**config.mk**
```make
export PLATFORM = sky130hd
export DESIGN_NAME = crc8_packet_deframer_unit
export DESIGN_NICKNAME = d
export VERILOG_FILES = /design/src/hw/rtl/cpd_pkg.sv /design/src/hw/rtl/crc8_packet_deframer_unit.sv
export SDC_FILE = /design/constraint.sdc
export NUM_CORES = 1
export LEC_CHECK = 0
export BUFFER_PORTS_ARGS = -buffer_cell sky130_fd_sc_hd__buf_4
export CORE_ASPECT_RATIO = 0.7
export CORE_MARGIN = 2
export CORE_UTILIZATION = 40
export CTS_CLUSTER_SIZE = 16
export DETAILED_ROUTE_END_ITERATION = 10
export PLACE_DENSITY = 0.66
export SETUP_SLACK_MARGIN = 0.1
export SLEW_MARGIN = 30
export SYNTH_ARGS = -nofsm -noshare
export SYNTH_HDL_FRONTEND = slang
export SYNTH_SLANG_ARGS = --single-unit
```
**constraint.sdc**
```tcl
create_clock -name clk -period 4.05 [get_ports clk]
set_input_delay 0.81 -clock clk [delete_from_list [all_inputs] [get_ports clk]]
set_output_delay 0.81 -clock clk [all_outputs]
set_load 0.1 [all_outputs]
```
**src/hw/rtl/cpd_pkg.sv**
```systemverilog
// Package: register indexes and the CRC-8 byte update for the frame deframer.
package cpd_pkg;

	typedef logic [7:0] byte_t;

	typedef enum logic [1:0] {
		REG_START_BYTE = 2'd0,
		REG_MIN_LENGTH = 2'd1,
		REG_MAX_LENGTH = 2'd2,
		REG_CRC_POLY   = 2'd3
	} reg_index_t;

	localparam byte_t START_BYTE_RST = 8'h00;
	localparam byte_t MIN_LENGTH_RST = 8'h04;
	localparam byte_t MAX_LENGTH_RST = 8'hFF;
	localparam byte_t CRC_POLY_RST   = 8'h07;

	// MSB-first, non-reflected CRC-8 update over one byte
	function automatic byte_t crc8_byte(input byte_t crc, input byte_t data, input byte_t poly);
		byte_t v;
		v = crc ^ data;
		for (int b = 0; b < 8; b++) begin
			if (v[7]) begin
				v = {v[6:0], 1'b0} ^ poly;
			end else begin
				v = {v[6:0], 1'b0};
			end
		end
		return v;
	endfunction

endpackage

```
**src/hw/rtl/crc8_packet_deframer_unit.sv**
```systemverilog
// Frame deframer: start byte, length byte, payload and trailing CRC-8 check.
// Items pass the input register, then the result register; the parser state updates on that move.
// Throughput: one item per cycle while out_stall does not hold the result register.
// Reset: asynchronous, active low; registers return to start 0, min 4, max 255, poly 7,
// and the parser returns to index 0, CRC 0, expected length 255.
module crc8_packet_deframer_unit
	import cpd_pkg::*;
(
	input  logic       clk,
	input  logic       arst_n,
	input  logic       cfg_we,
	input  logic [1:0] cfg_index,
	input  logic [7:0] cfg_data,
	input  logic       in_valid,
	output logic       in_stall,
	input  logic [7:0] rx_byte,
	output logic       out_valid,
	input  logic       out_stall,
	output logic [7:0] frame_byte,
	output logic       accepted,
	output logic [7:0] byte_position,
	output logic       frame_end,
	output logic       frame_good
);

	byte_t start_byte_q, min_length_q, max_length_q, crc_poly_q;
	byte_t byte_index_q, expected_length_q, running_crc_q;

	logic  valid_s1;
	byte_t rx_byte_s1;
	logic  valid_s2;
	byte_t frame_byte_s2;
	logic  accepted_s2;
	byte_t byte_position_s2;
	logic  frame_end_s2;
	logic  frame_good_s2;

	logic  advance;
	logic  take_in;
	byte_t exp_len;
	byte_t next_index;
	byte_t next_crc;
	logic  bad;
	logic  done;

	always_ff @(posedge clk or negedge arst_n) begin
		if (!arst_n) begin
			start_byte_q <= START_BYTE_RST;
			min_length_q <= MIN_LENGTH_RST;
			max_length_q <= MAX_LENGTH_RST;
			crc_poly_q   <= CRC_POLY_RST;
		end else if (cfg_we) begin
			case (reg_index_t'(cfg_index))
				REG_START_BYTE: start_byte_q <= cfg_data;
				REG_MIN_LENGTH: min_length_q <= cfg_data;
				REG_MAX_LENGTH: max_length_q <= cfg_data;
				REG_CRC_POLY:   crc_poly_q   <= cfg_data;
				default: ;
			endcase
		end
	end

	assign advance  = valid_s1 && (!valid_s2 || !out_stall);
	assign in_stall = valid_s1 && !advance;
	assign take_in  = in_valid && !in_stall;

	always_comb begin
		exp_len    = (byte_index_q == 8'd1) ? rx_byte_s1 : expected_length_q;
		bad        = (byte_index_q == 8'd0 && rx_byte_s1 != start_byte_q)
			|| (exp_len < min_length_q)
			|| (byte_index_q == 8'd1 && exp_len > max_length_q);
		next_index = byte_index_q + 8'd1;
		next_crc   = crc8_byte(running_crc_q, rx_byte_s1, crc_poly_q);
		done       = !bad && (next_index == exp_len);
	end

	always_ff @(posedge clk or negedge arst_n) begin
		if (!arst_n) begin
			valid_s1 <= 1'b0;
		end else if (take_in) begin
			valid_s1 <= 1'b1;
		end else if (advance) begin
			valid_s1 <= 1'b0;
		end
	end

	always_ff @(posedge clk) begin
		if (take_in) begin
			rx_byte_s1 <= rx_byte;
		end
	end

	always_ff @(posedge clk or negedge arst_n) begin
		if (!arst_n) begin
			byte_index_q      <= 8'd0;
			expected_length_q <= MAX_LENGTH_RST;
			running_crc_q     <= 8'd0;
		end else if (advance) begin
			if (bad || done) begin
				byte_index_q      <= 8'd0;
				expected_length_q <= max_length_q;
				running_crc_q     <= 8'd0;
			end else begin
				byte_index_q      <= next_index;
				expected_length_q <= exp_len;
				running_crc_q     <= next_crc;
			end
		end
	end

	always_ff @(posedge clk or negedge arst_n) begin
		if (!arst_n) begin
			valid_s2 <= 1'b0;
		end else if (advance) begin
			valid_s2 <= 1'b1;
		end else if (!out_stall) begin
			valid_s2 <= 1'b0;
		end
	end

	always_ff @(posedge clk) begin
		if (advance) begin
			frame_byte_s2    <= rx_byte_s1;
			accepted_s2      <= !bad;
			byte_position_s2 <= bad ? 8'd0 : byte_index_q;
			frame_end_s2     <= done;
			frame_good_s2    <= done && (next_crc == 8'd0);
		end
	end

	assign out_valid     = valid_s2;
	assign frame_byte    = frame_byte_s2;
	assign accepted      = accepted_s2;
	assign byte_position = byte_position_s2;
	assign frame_end     = frame_end_s2;
	assign frame_good    = frame_good_s2;

endmodule

```
==> results of run 1 <==
## worst register-to-register path: stages (launching register included)
cell and delay [ps]:
edfxtp_1 380, buf_6 160, xnor2_4 150, buf_4 160, or4_1 520, o21ai_0 110, nor3_1 100, o21ai_2 320
a21oi_2 160, o21ai_4 230, o31a_1 200, xnor3_1 440, mux2_4 340, a211oi_2 230, nor3_2 80, a2111oi_2 340
## worst paths after layout
kind,slack [ps],to,startpoint
worst max-delay path,-70,frame_good,rx_byte_s1[7]
worst max register to register,-70,frame_good,rx_byte_s1[7]
min in group asynchronous,530,min_length_q[0],arst_n
worst min-delay path,500,out_valid,valid_s1
max in group asynchronous,2980,running_crc_q[7],arst_n
worst min register to register,500,out_valid,valid_s1
## metal layers
metal / GRT usage / vias up / wire (um)
met5: 0 / - / 0
met4: 0.0354 / 0 / 202
met3: 0.0411 / 24 / 1560
met2: 0.291 / 241 / 7490
met1: 0.364 / 2542 / 8770
li1: - / 2368 / -
## per-stage QoR
| stage | setup WS [ps] | total power (uW) | instance area [sq um] | TNS (ps) |
|---|---|---|---|---|
| after floorplan | 104 | 3030 | 6000 | 0 |
| after global placement | -83.9 | 3850 | 6920 | -102 |
| after detailed placement | -137 | 3900 | 6920 | -197 |
| after CTS | 81.2 | 4790 | 7410 | 0 |
| after global routing | -219 | 5600 | 8080 | -1290 |
| final | -73.1 | 5340 | 8080 | -108 |
## cell usage in the layout (no fill, tap or decap), types with 7 or more instances in the layout
cell and instances:
buf_4 122, nand2_1 49, mux2_2 38, dfrtp_1 37, inv_1 29, xnor2_1 28
edfxtp_1 27, xor2_1 22, dfstp_2 20, nor2_1 19, nand3_1 19, ha_1 17
o21ai_1 15, a21oi_1 15, o21ai_0 15, buf_6 12, clkbuf_16 11, a21oi_2 10
nor2_4 10, and2_1 9, and3_1 9, o21a_1 8, o21ai_2 8, o22ai_2 8
mux2i_1 7, xnor2_4 7, nor3_1 7
## kinds of logic after synthesis
group,Yosys count
AOI/OAI and AO/OA,129
xor gates and xnor gates,73
adders and majority gates,18
buffers and inverters,55
DFF,85
muxes,51
and+or+nand+nor,179
## sequential cells by signal (all words and copies together) (netlist names), 8 cells and up
name and count:
start_byte_q 8, crc_poly_q 8, expected_length_q 8, frame_byte 8, rx_byte_s1 8, running_crc_q 8
byte_index_q 8, byte_position 8, max_length_q 8, min_length_q 8
## power by group
part,internal (uW),switching [uW],total [uW]
clock,514,334,848
sequential,1030,115,1140
combinational,1560,1790,3350
## layout make-up
| type | instances | area (sq um) |
|---|---|---|
| clock buffers | 11 | 254 |
| clock inverters | 5 | 56.3 |
| fillers | 1156 | 6020 |
| inverters | 30 | 113 |
| multi-input cells | 450 | 4000 |
| flip-flops and latches | 85 | 2290 |
| well taps | 190 | 238 |
| repair buffers | 138 | 1130 |
## synthesized netlist by cell type (3+ instances only)
cell type and n:
dfstp_2 20, nand3_1 21, o2111ai_1 3, dfrtp_1 38
inv_1 30, mux2_2 41, nand2b_1 6, nor2b_1 5
or4_1 3, o211ai_1 5, ha_1 18, mux2i_1 10
a22o_1 3, a32oi_1 4, o21ai_0 33, xnor2_1 33
xnor2_2 5, a21oi_1 27, nor3_1 12, xnor3_1 5
o31ai_1 3, nand3b_1 5, and3_1 13, edfxtp_1 27
nand2_1 51, nor2_1 29, o21a_1 8, o21ai_1 5
xor2_1 25, xor2_2 3, and2_1 11, a21o_1 5
buf_2 4, nor4_1 7, o22ai_1 9, a211oi_1 4
clkbuf_1 21
## repair_timing
| item | in CTS | in global routing |
|---|---|---|
| resized for setup | 18 | 119 |
| endpoints found under the hold margin | 0 | 0 |
| buffers inserted | 9 | 20 |
| endpoints found under the setup margin | 21 | 22 |
| cloned | 0 | 1 |
| pin swaps | 5 | 44 |
==> flow_metrics.env, run 1 <==
export IMPL_status="finished, violations left"
export IMPL_failed_checks="setup timing"
export IMPL_cpPeakStageDelay_ps=520
export IMPL_path_cells="buf_6 > xnor2_4 > buf_4 > or4_1 > o21ai_0 > nor3_1 > o21ai_2 > a21oi_2 > o21ai_4 > o31a_1 > xnor3_1 > mux2_4 > a211oi_2 > nor3_2 > a2111oi_2"
export IMPL_synthXorXnorAreaFrac=0.138
export IMPL_drtIter0Drc=534
export IMPL_slew_violations=0
export IMPL_synth_mux_area_fraction=0.0959
export IMPL_synth_top_area_share=0.162
export IMPL_synth_warnings=0
export IMPL_crit_cells=15
export IMPL_die_height_um=105
export IMPL_critPathTopFamily="compound AO/OA/AOI/OAI gates"
export IMPL_cp_start_kind="flop"
export IMPL_period_minus_slack_ps=4120
export IMPL_viasPerCell=5.69
export IMPL_rows=36
export IMPL_synth_async_sr_flop_share=0.682
export IMPL_cap_violations=0
export IMPL_cts_sinks=85
export IMPL_worstPathMaxFanout=7
export IMPL_ios=44
export IMPL_fp_dieW_um=149
export IMPL_setup_viol=4
export IMPL_fin_util=0.573
export IMPL_synthFlopType="dfrtp_1"
export IMPL_timing_final_crit_share=1.02
export IMPL_clkLatencyLatePin_ps=340
export IMPL_cts_root_buf="clkbuf_16"
export IMPL_initial_core_util=0.416
export IMPL_fin_hold_ws_ps=500
export IMPL_fmax_mhz=243
export IMPL_syn_inst=590
export IMPL_wl_per_cell_um=19.8
export IMPL_netlist_area_sq_um=5860
export IMPL_rsz0062_at_grt="yes"
export IMPL_grt_pass1_vias=4693
export IMPL_n_antenna_cell=0
export IMPL_drt_drc_violations_left=0
export IMPL_p_leak_uw=0.00339
export IMPL_synth_area_leaders="dfrtp_1 (16%), edfxtp_1 (14%), dfstp_2 (9.0%)"
export IMPL_synth_edf_count=27
export IMPL_p_per_area_nw_per_um2=662
export IMPL_synth_top_family_by_area="simple AND/OR/NAND/NOR gates"
export IMPL_worst_pin_slew_ps=771
export IMPL_grt_pass1_wl_mm=26.2
export IMPL_io_buffers=43
export IMPL_worstSetupEndpointType="flop"
export IMPL_cp_required_ps=4190
export IMPL_worst_slack_ps=-73.1
export IMPL_finalClockSkew_ps=7.10
export IMPL_whs_path_depth=1
export IMPL_drive_gt1_frac=0.446
export IMPL_ys_seq_area_frac=0.390
export IMPL_synth_cell_types=66
export IMPL_arrival_ps=4260
export IMPL_cts_made_buffers=9
export IMPL_gp_congestion=0.919
export IMPL_dr_pass1_iters=5
export IMPL_yosys_area_top_type="dfrtp_1"
export IMPL_die_area_sq_um=15600
export IMPL_ant_nets=0
export IMPL_worstSetupPathType="flop to flop"
export IMPL_synth_compound_area_frac=0.146
export IMPL_cts_max_level=3
export IMPL_overflow=0
export IMPL_hold_path_class="flop to flop"
export IMPL_grtUsageTotal=0.219
export IMPL_synth_adder_area_share=0.0384
export IMPL_core_sq_um=14100
export IMPL_antenna_found_initial=0
export IMPL_hold_buffers=0
export IMPL_vias=5175
export IMPL_relSlewSlack=0.485
export IMPL_layout_cells_non_filler=909
export IMPL_ys_seq_elements=85
export IMPL_grt_max_degree=59
export IMPL_cts_tree="done"
export IMPL_path_buf_inv=2
export IMPL_peakVddDrop_mv=0.350
export IMPL_hold_violations=0
export IMPL_worst_path_max_delay_cell="or4_1"
export IMPL_dp_hpwl_mm=12.5
export IMPL_area_growth_pct=37.8
export IMPL_clk_path_buf_depth=2
export IMPL_avgSynthCellArea_sq_um=9.93
export IMPL_synth_simple_gate_area_frac=0.155
export IMPL_clkTransAtPathRegs_ps=60
export IMPL_synth_nets=631
export IMPL_rr_worst_depth=15
export IMPL_nNetsFinal=755
export IMPL_placedCellCount=863
export IMPL_wl_mm=18.0
Note: power is estimated with default switching activity, not from simulation.
==> run 2, diff against run 1 <==
- HOLD_SLACK_MARGIN: not set -> 0.05
- SETUP_SLACK_MARGIN: 0.1 -> not set
==> flow_metrics.env, run 2 (synthesized netlist as in run 1, its figures left out) <==
export IMPL_status="finished clean"
export IMPL_placedCellCount=859
export IMPL_setup_viol=0
export IMPL_vias=5026
export IMPL_viasPerCell=5.59
export IMPL_die_height_um=105
export IMPL_fp_dieW_um=149
export IMPL_gp_congestion=0.935
export IMPL_worstSetupPathType="flop to flop"
export IMPL_grtUsageTotal=0.221
export IMPL_relSlewSlack=0.490
export IMPL_cp_start_kind="flop"
export IMPL_slew_violations=0
export IMPL_p_per_area_nw_per_um2=648
export IMPL_drt_drc_violations_left=0
export IMPL_wl_mm=17.6
export IMPL_die_area_sq_um=15600
export IMPL_layout_commonest_cell="buf_4"
export IMPL_grt_max_degree=59
export IMPL_cts_sinks=85
export IMPL_dr_pass1_iters=5
export IMPL_wl_per_cell_um=19.6
export IMPL_cts_max_level=3
export IMPL_ios=44
export IMPL_num_fill_cells=1189
export IMPL_p_leak_uw=0.00332
export IMPL_worstSetupEndpointType="flop"
export IMPL_clkLatencyLatePin_ps=350
export IMPL_peakVddDrop_mv=0.361
export IMPL_final_cell_mix="buf_4 (114), nand2_1 (49), mux2_2 (38), dfrtp_1 (37), xnor2_1 (28)"
export IMPL_cap_violations=0
export IMPL_finalClockSkew_ps=11.4
export IMPL_hold_violations=0
export IMPL_seq_area_sq_um=2290
export IMPL_clk_path_buf_depth=2
export IMPL_n_antenna_cell=0
export IMPL_dp_hpwl_mm=12.8
export IMPL_rows=36
export IMPL_worst_pin_slew_ps=764
export IMPL_period_minus_slack_ps=3980
export IMPL_drive_gt1_frac=0.447
export IMPL_fmax_mhz=251
export IMPL_timing_final_crit_share=0.983
export IMPL_area_growth_pct=34.7
export IMPL_nNetsFinal=745
export IMPL_grt_pass1_vias=4836
export IMPL_rsz0062_at_grt="yes"
export IMPL_arrival_ps=4140
export IMPL_layout_cells_non_filler=899
export IMPL_multi_input_area_sq_um=3930
export IMPL_fin_hold_ws_ps=507
export IMPL_hold_path_class="flop to flop"
export IMPL_antenna_found_initial=0
export IMPL_drtIter0Drc=517
export IMPL_grt_pass1_wl_mm=26.5
export IMPL_hold_buffers=0
export IMPL_tns_ps=0
export IMPL_cp_required_ps=4210
export IMPL_initial_core_util=0.416
export IMPL_io_buffers=43
export IMPL_worstPathMaxFanout=6
export IMPL_cts_tree="done"
export IMPL_cts_made_buffers=9
export IMPL_overflow=0
export IMPL_cts_root_buf="clkbuf_16"
export IMPL_core_sq_um=14100
export IMPL_clkTransAtPathRegs_ps=60
export IMPL_ant_nets=0
==> run 2: cell count changes in the layout (fill, tap and decap cells not counted), moves of 4 or more <==
cell | before | now
buf_4 | 122 | 114
a21oi_2 | 10 | 16
a21oi_1 | 15 | 10
and2_1 | 9 | 4
and2_4 | 2 | 6
o22ai_1 | 1 | 5
o22ai_2 | 8 | 4
==> run 2: area by class of cell <==
cell class | instances | area share
Multi-Input combinational cell | 450 | 0.498
Sequential cell | 85 | 0.290
Clock inverter | 7 | 0.00808
Inverter | 30 | 0.0143
Timing Repair Buffer | 128 | 0.131
Clock buffer | 9 | 0.0285
Tap cell | 190 | 0.0301
==> run 2: final timing paths <==
check	slack [ps]	end	startpoint	cells past startpoint
min reg2reg	510	out_valid	valid_s1	1
max in group asynchronous	2970	running_crc_q[7]	arst_n	1
min in group asynchronous	530	min_length_q[1]	arst_n	1
min	510	out_valid	valid_s1	1
max reg2reg	70	frame_good	rx_byte_s1[5]	13
max	70	frame_good	rx_byte_s1[5]	13
==> run 2: stage by stage <==
stage	util	total power [uW]	setup WS [ps]	cell area (sq um)
floorplan	-	3000	9.86	5880
detailed placement	0.482	3800	-146	6790
global route	0.560	5410	-132	7890
CTS	0.507	4640	14.7	7150
global placement	0.481	3750	-86.4	6790
finish	0.560	5120	67.9	7890
==> run 2: where the power goes <==
part	switching [uW]	internal [uW]	leakage [uW]
clock	338	473	0.000141
sequential	115	1030	0.000954
combinational	1660	1500	0.00222
total	2110	3000	0.00332
==> run 2: per-layer routing <==
| metal | vias up | track usage | part of all wire |
|---|---|---|---|
| met5 | - | 0 | 0 |
| met4 | 0 | 0.0435 | 0.0078 |
| met3 | 12 | 0.0550 | 0.072 |
| met2 | 153 | 0.296 | 0.43 |
| met1 | 2514 | 0.355 | 0.49 |
| li1 | 2347 | - | - |
==> run 2: repair_timing <==
item	CTS	global route
pin swaps	0	50
setup endpoints to repair	19	25
buffers inserted	1	25
gates resized for setup	10	136
==> run 2: worst max-delay path, cell delays in order, from the launching register on <==
cell       delay [ps]
edfxtp_1          510
xnor2_4           360
xnor2_4           180
mux2i_2           310
a21oi_4           120
or2_4             280
a32oi_4           310
and3_4            230
o31a_1            120
xnor3_1           430
mux2_4            330
a211oi_2          230
nor3_2             70
a2111oi_2         320
==> run 3, diff against run 2 <==
- CAP_MARGIN: not set -> 30
- CORE_MARGIN: 2 -> not set
==> flow_metrics.env, run 3 (synthesized netlist as in run 1, its figures left out) <==
export IMPL_worst_pin_slew_ps=758
export IMPL_cpPeakStageDelay_ps=580
export IMPL_cap_violations=0
export IMPL_period_minus_slack_ps=3990
export IMPL_n_antenna_cell=0
export IMPL_grt_pass1_vias=4785
export IMPL_cts_tree="done"
export IMPL_area_growth_pct=34.7
export IMPL_clk_path_buf_depth=2
export IMPL_p_leak_uw=0.00339
export IMPL_path_cells="or4_4 > or3_4 > buf_4 > mux2i_4 > inv_2 > ha_1 > o21a_1 > o21ai_2 > nand2b_1 > a21oi_2 > o21ai_0 > a32oi_1 > o32ai_2 > a21oi_2 > buf_4 > inv_1 > nor2_4 > nand3_2 > a2111oi_4"
export IMPL_viasPerCell=5.68
export IMPL_rows=36
export IMPL_clkTransAtPathRegs_ps=70
export IMPL_grt_pass1_wl_mm=27.2
export IMPL_antenna_found_initial=0
export IMPL_die_height_um=103
export IMPL_grt_util_met3=0.0667
export IMPL_cts_root_buf="clkbuf_16"
export IMPL_crit_start="byte_index_q[6]"
export IMPL_core_sq_um=14100
export IMPL_cts_sinks=85
export IMPL_crit_cells=19
export IMPL_clkLatencyLatePin_ps=340
export IMPL_hold_path_class="flop to flop"
export IMPL_internal_power_uw=3120
export IMPL_wl_mm=18.1
export IMPL_status="finished clean"
export IMPL_cp_start_kind="flop"
export IMPL_drive_gt1_frac=0.424
export IMPL_drtIter0Drc=494
export IMPL_finalClockSkew_ps=8.75
export IMPL_worstPathMaxFanout=3
export IMPL_peakVddDrop_mv=0.469
export IMPL_swShare=0.419
export IMPL_fin_area_sq_um=7890
export IMPL_final_cell_mix="buf_4 (139), nand2_1 (49), mux2_2 (39), dfrtp_1 (37), o21ai_0 (30)"
export IMPL_p_comb_frac=0.631
export IMPL_dr_pass1_iters=5
export IMPL_ios=44
export IMPL_rsz0062_at_grt="yes"
export IMPL_worst_slack_ps=61.4
export IMPL_use_met2=0.330
export IMPL_fp_dieW_um=147
export IMPL_seqPwrFrac=0.211
export IMPL_die_area_sq_um=15100
export IMPL_fin_util=0.560
export IMPL_io_buffers=43
export IMPL_worstReg2RegEnd="frame_good"
export IMPL_gp_congestion=0.911
export IMPL_clock_power_share=0.159
export IMPL_wl_per_cell_um=19.8
export IMPL_grt_max_degree=59
export IMPL_relSlewSlack=0.495
export IMPL_met1_usage=0.369
export IMPL_drt_drc_violations_left=0
export IMPL_ant_nets=0
export IMPL_nNetsFinal=760
export IMPL_place_ws_ps=-112
export IMPL_slew_violations=0
export IMPL_overflow=0
export IMPL_placed_cell_area_sq_um=6870
export IMPL_hold_buffers=0
export IMPL_worstSetupPathType="flop to flop"
export IMPL_dp_hpwl_mm=13.1
export IMPL_setup_viol=0
export IMPL_timing_rr_start="byte_index_q[6]"
export IMPL_worstSetupEndpointType="flop"
export IMPL_grt_busiest_layer="met1"
export IMPL_p_per_area_nw_per_um2=681
export IMPL_cp_required_ps=4190
export IMPL_cts_made_buffers=9
export IMPL_path_buf_inv=4
export IMPL_layout_commonest_cell="buf_4"
export IMPL_p_sw_uw=2250
export IMPL_cts_max_level=3
export IMPL_reg2reg_slack_ps=60
export IMPL_fmax_mhz=251
export IMPL_hold_violations=0
export IMPL_timing_final_crit_share=0.985
export IMPL_grtUsageTotal=0.239
export IMPL_critPathTopFamily="simple AND/OR/NAND/NOR gates"
export IMPL_vias=5191
export IMPL_arrival_ps=4130
export IMPL_crit_end="frame_good"
export IMPL_initial_core_util=0.416
export IMPL_p_total_uw=5370
export IMPL_worst_path_max_delay_cell="or4_4"
export IMPL_rr_worst_depth=19
## run 3: worst reg2reg max path: stages, from the launching register on
cell and delay (ps):
dfrtp_1 390, or4_4 580, or3_4 370, buf_4 170
mux2i_4 190, inv_2 80, ha_1 310, o21a_1 120
o21ai_2 110, nand2b_1 80, a21oi_2 120, o21ai_0 80
a32oi_1 240, o32ai_2 110, a21oi_2 170, buf_4 140
inv_1 70, nor2_4 140, nand3_2 100, a2111oi_4 210
## run 3: per-layer routing
metal,share of wire,up-vias
li1,-,2383
met3,0.088,19
met5,0,-
met4,0.0094,0
met2,0.41,221
met1,0.49,2568
## run 3: timing repair
item,in CTS,in global routing
buffers inserted,7,22
endpoints found under the setup margin,20,24
pin swaps,10,33
gates resized for setup,27,65
## run 3: cell type report
type / count / area [sq um]
Fill cell: 1206 / 6210
Clock buffer: 10 / 239
Sequential cell: 85 / 2290
Clock inverter: 6 / 68.8
Inverter: 30 / 113
Multi-Input combinational cell: 450 / 3840
Timing Repair Buffer: 143 / 1110
Tap cell: 190 / 238
## run 3: worst min path at each step
stage | start | endpoint | slack [ps] | cells after the start
6_report | running_crc_q[0] | running_crc_q[0] | 500 | 2
4_1_cts | running_crc_q[0] | running_crc_q[0] | 510 | 2
3_5_place_dp | running_crc_q[0] | running_crc_q[0] | 490 | 2
5_1_grt | expected_length_q[5] | expected_length_q[5] | 520 | 2
2_1_floorplan | rx_byte_s1[5] | frame_byte[5] | 420 | 0
3_3_place_gp | valid_s1 | out_valid | 470 | 1
## run 3: per-stage QoR
step / TNS (ps) / std cells / hold slack [ps]
5_1_grt: -236 / 914 / 520
3_3_place_gp: -106 / 869 / 468
3_5_place_dp: -382 / 869 / 492
4_1_cts: 0 / 892 / 506
6_report: 0 / 914 / 501
2_1_floorplan: 0 / 590 / 421
## run 3: power groups by stage
stage,Clock (uW),Combinational (uW),Sequential [uW]
2_1_floorplan,0,1810,1200
3_3_place_gp,0,2650,1130
3_5_place_dp,0,2720,1140
4_1_cts,862,2850,1120
5_1_grt,906,3610,1140
6_report,854,3390,1130
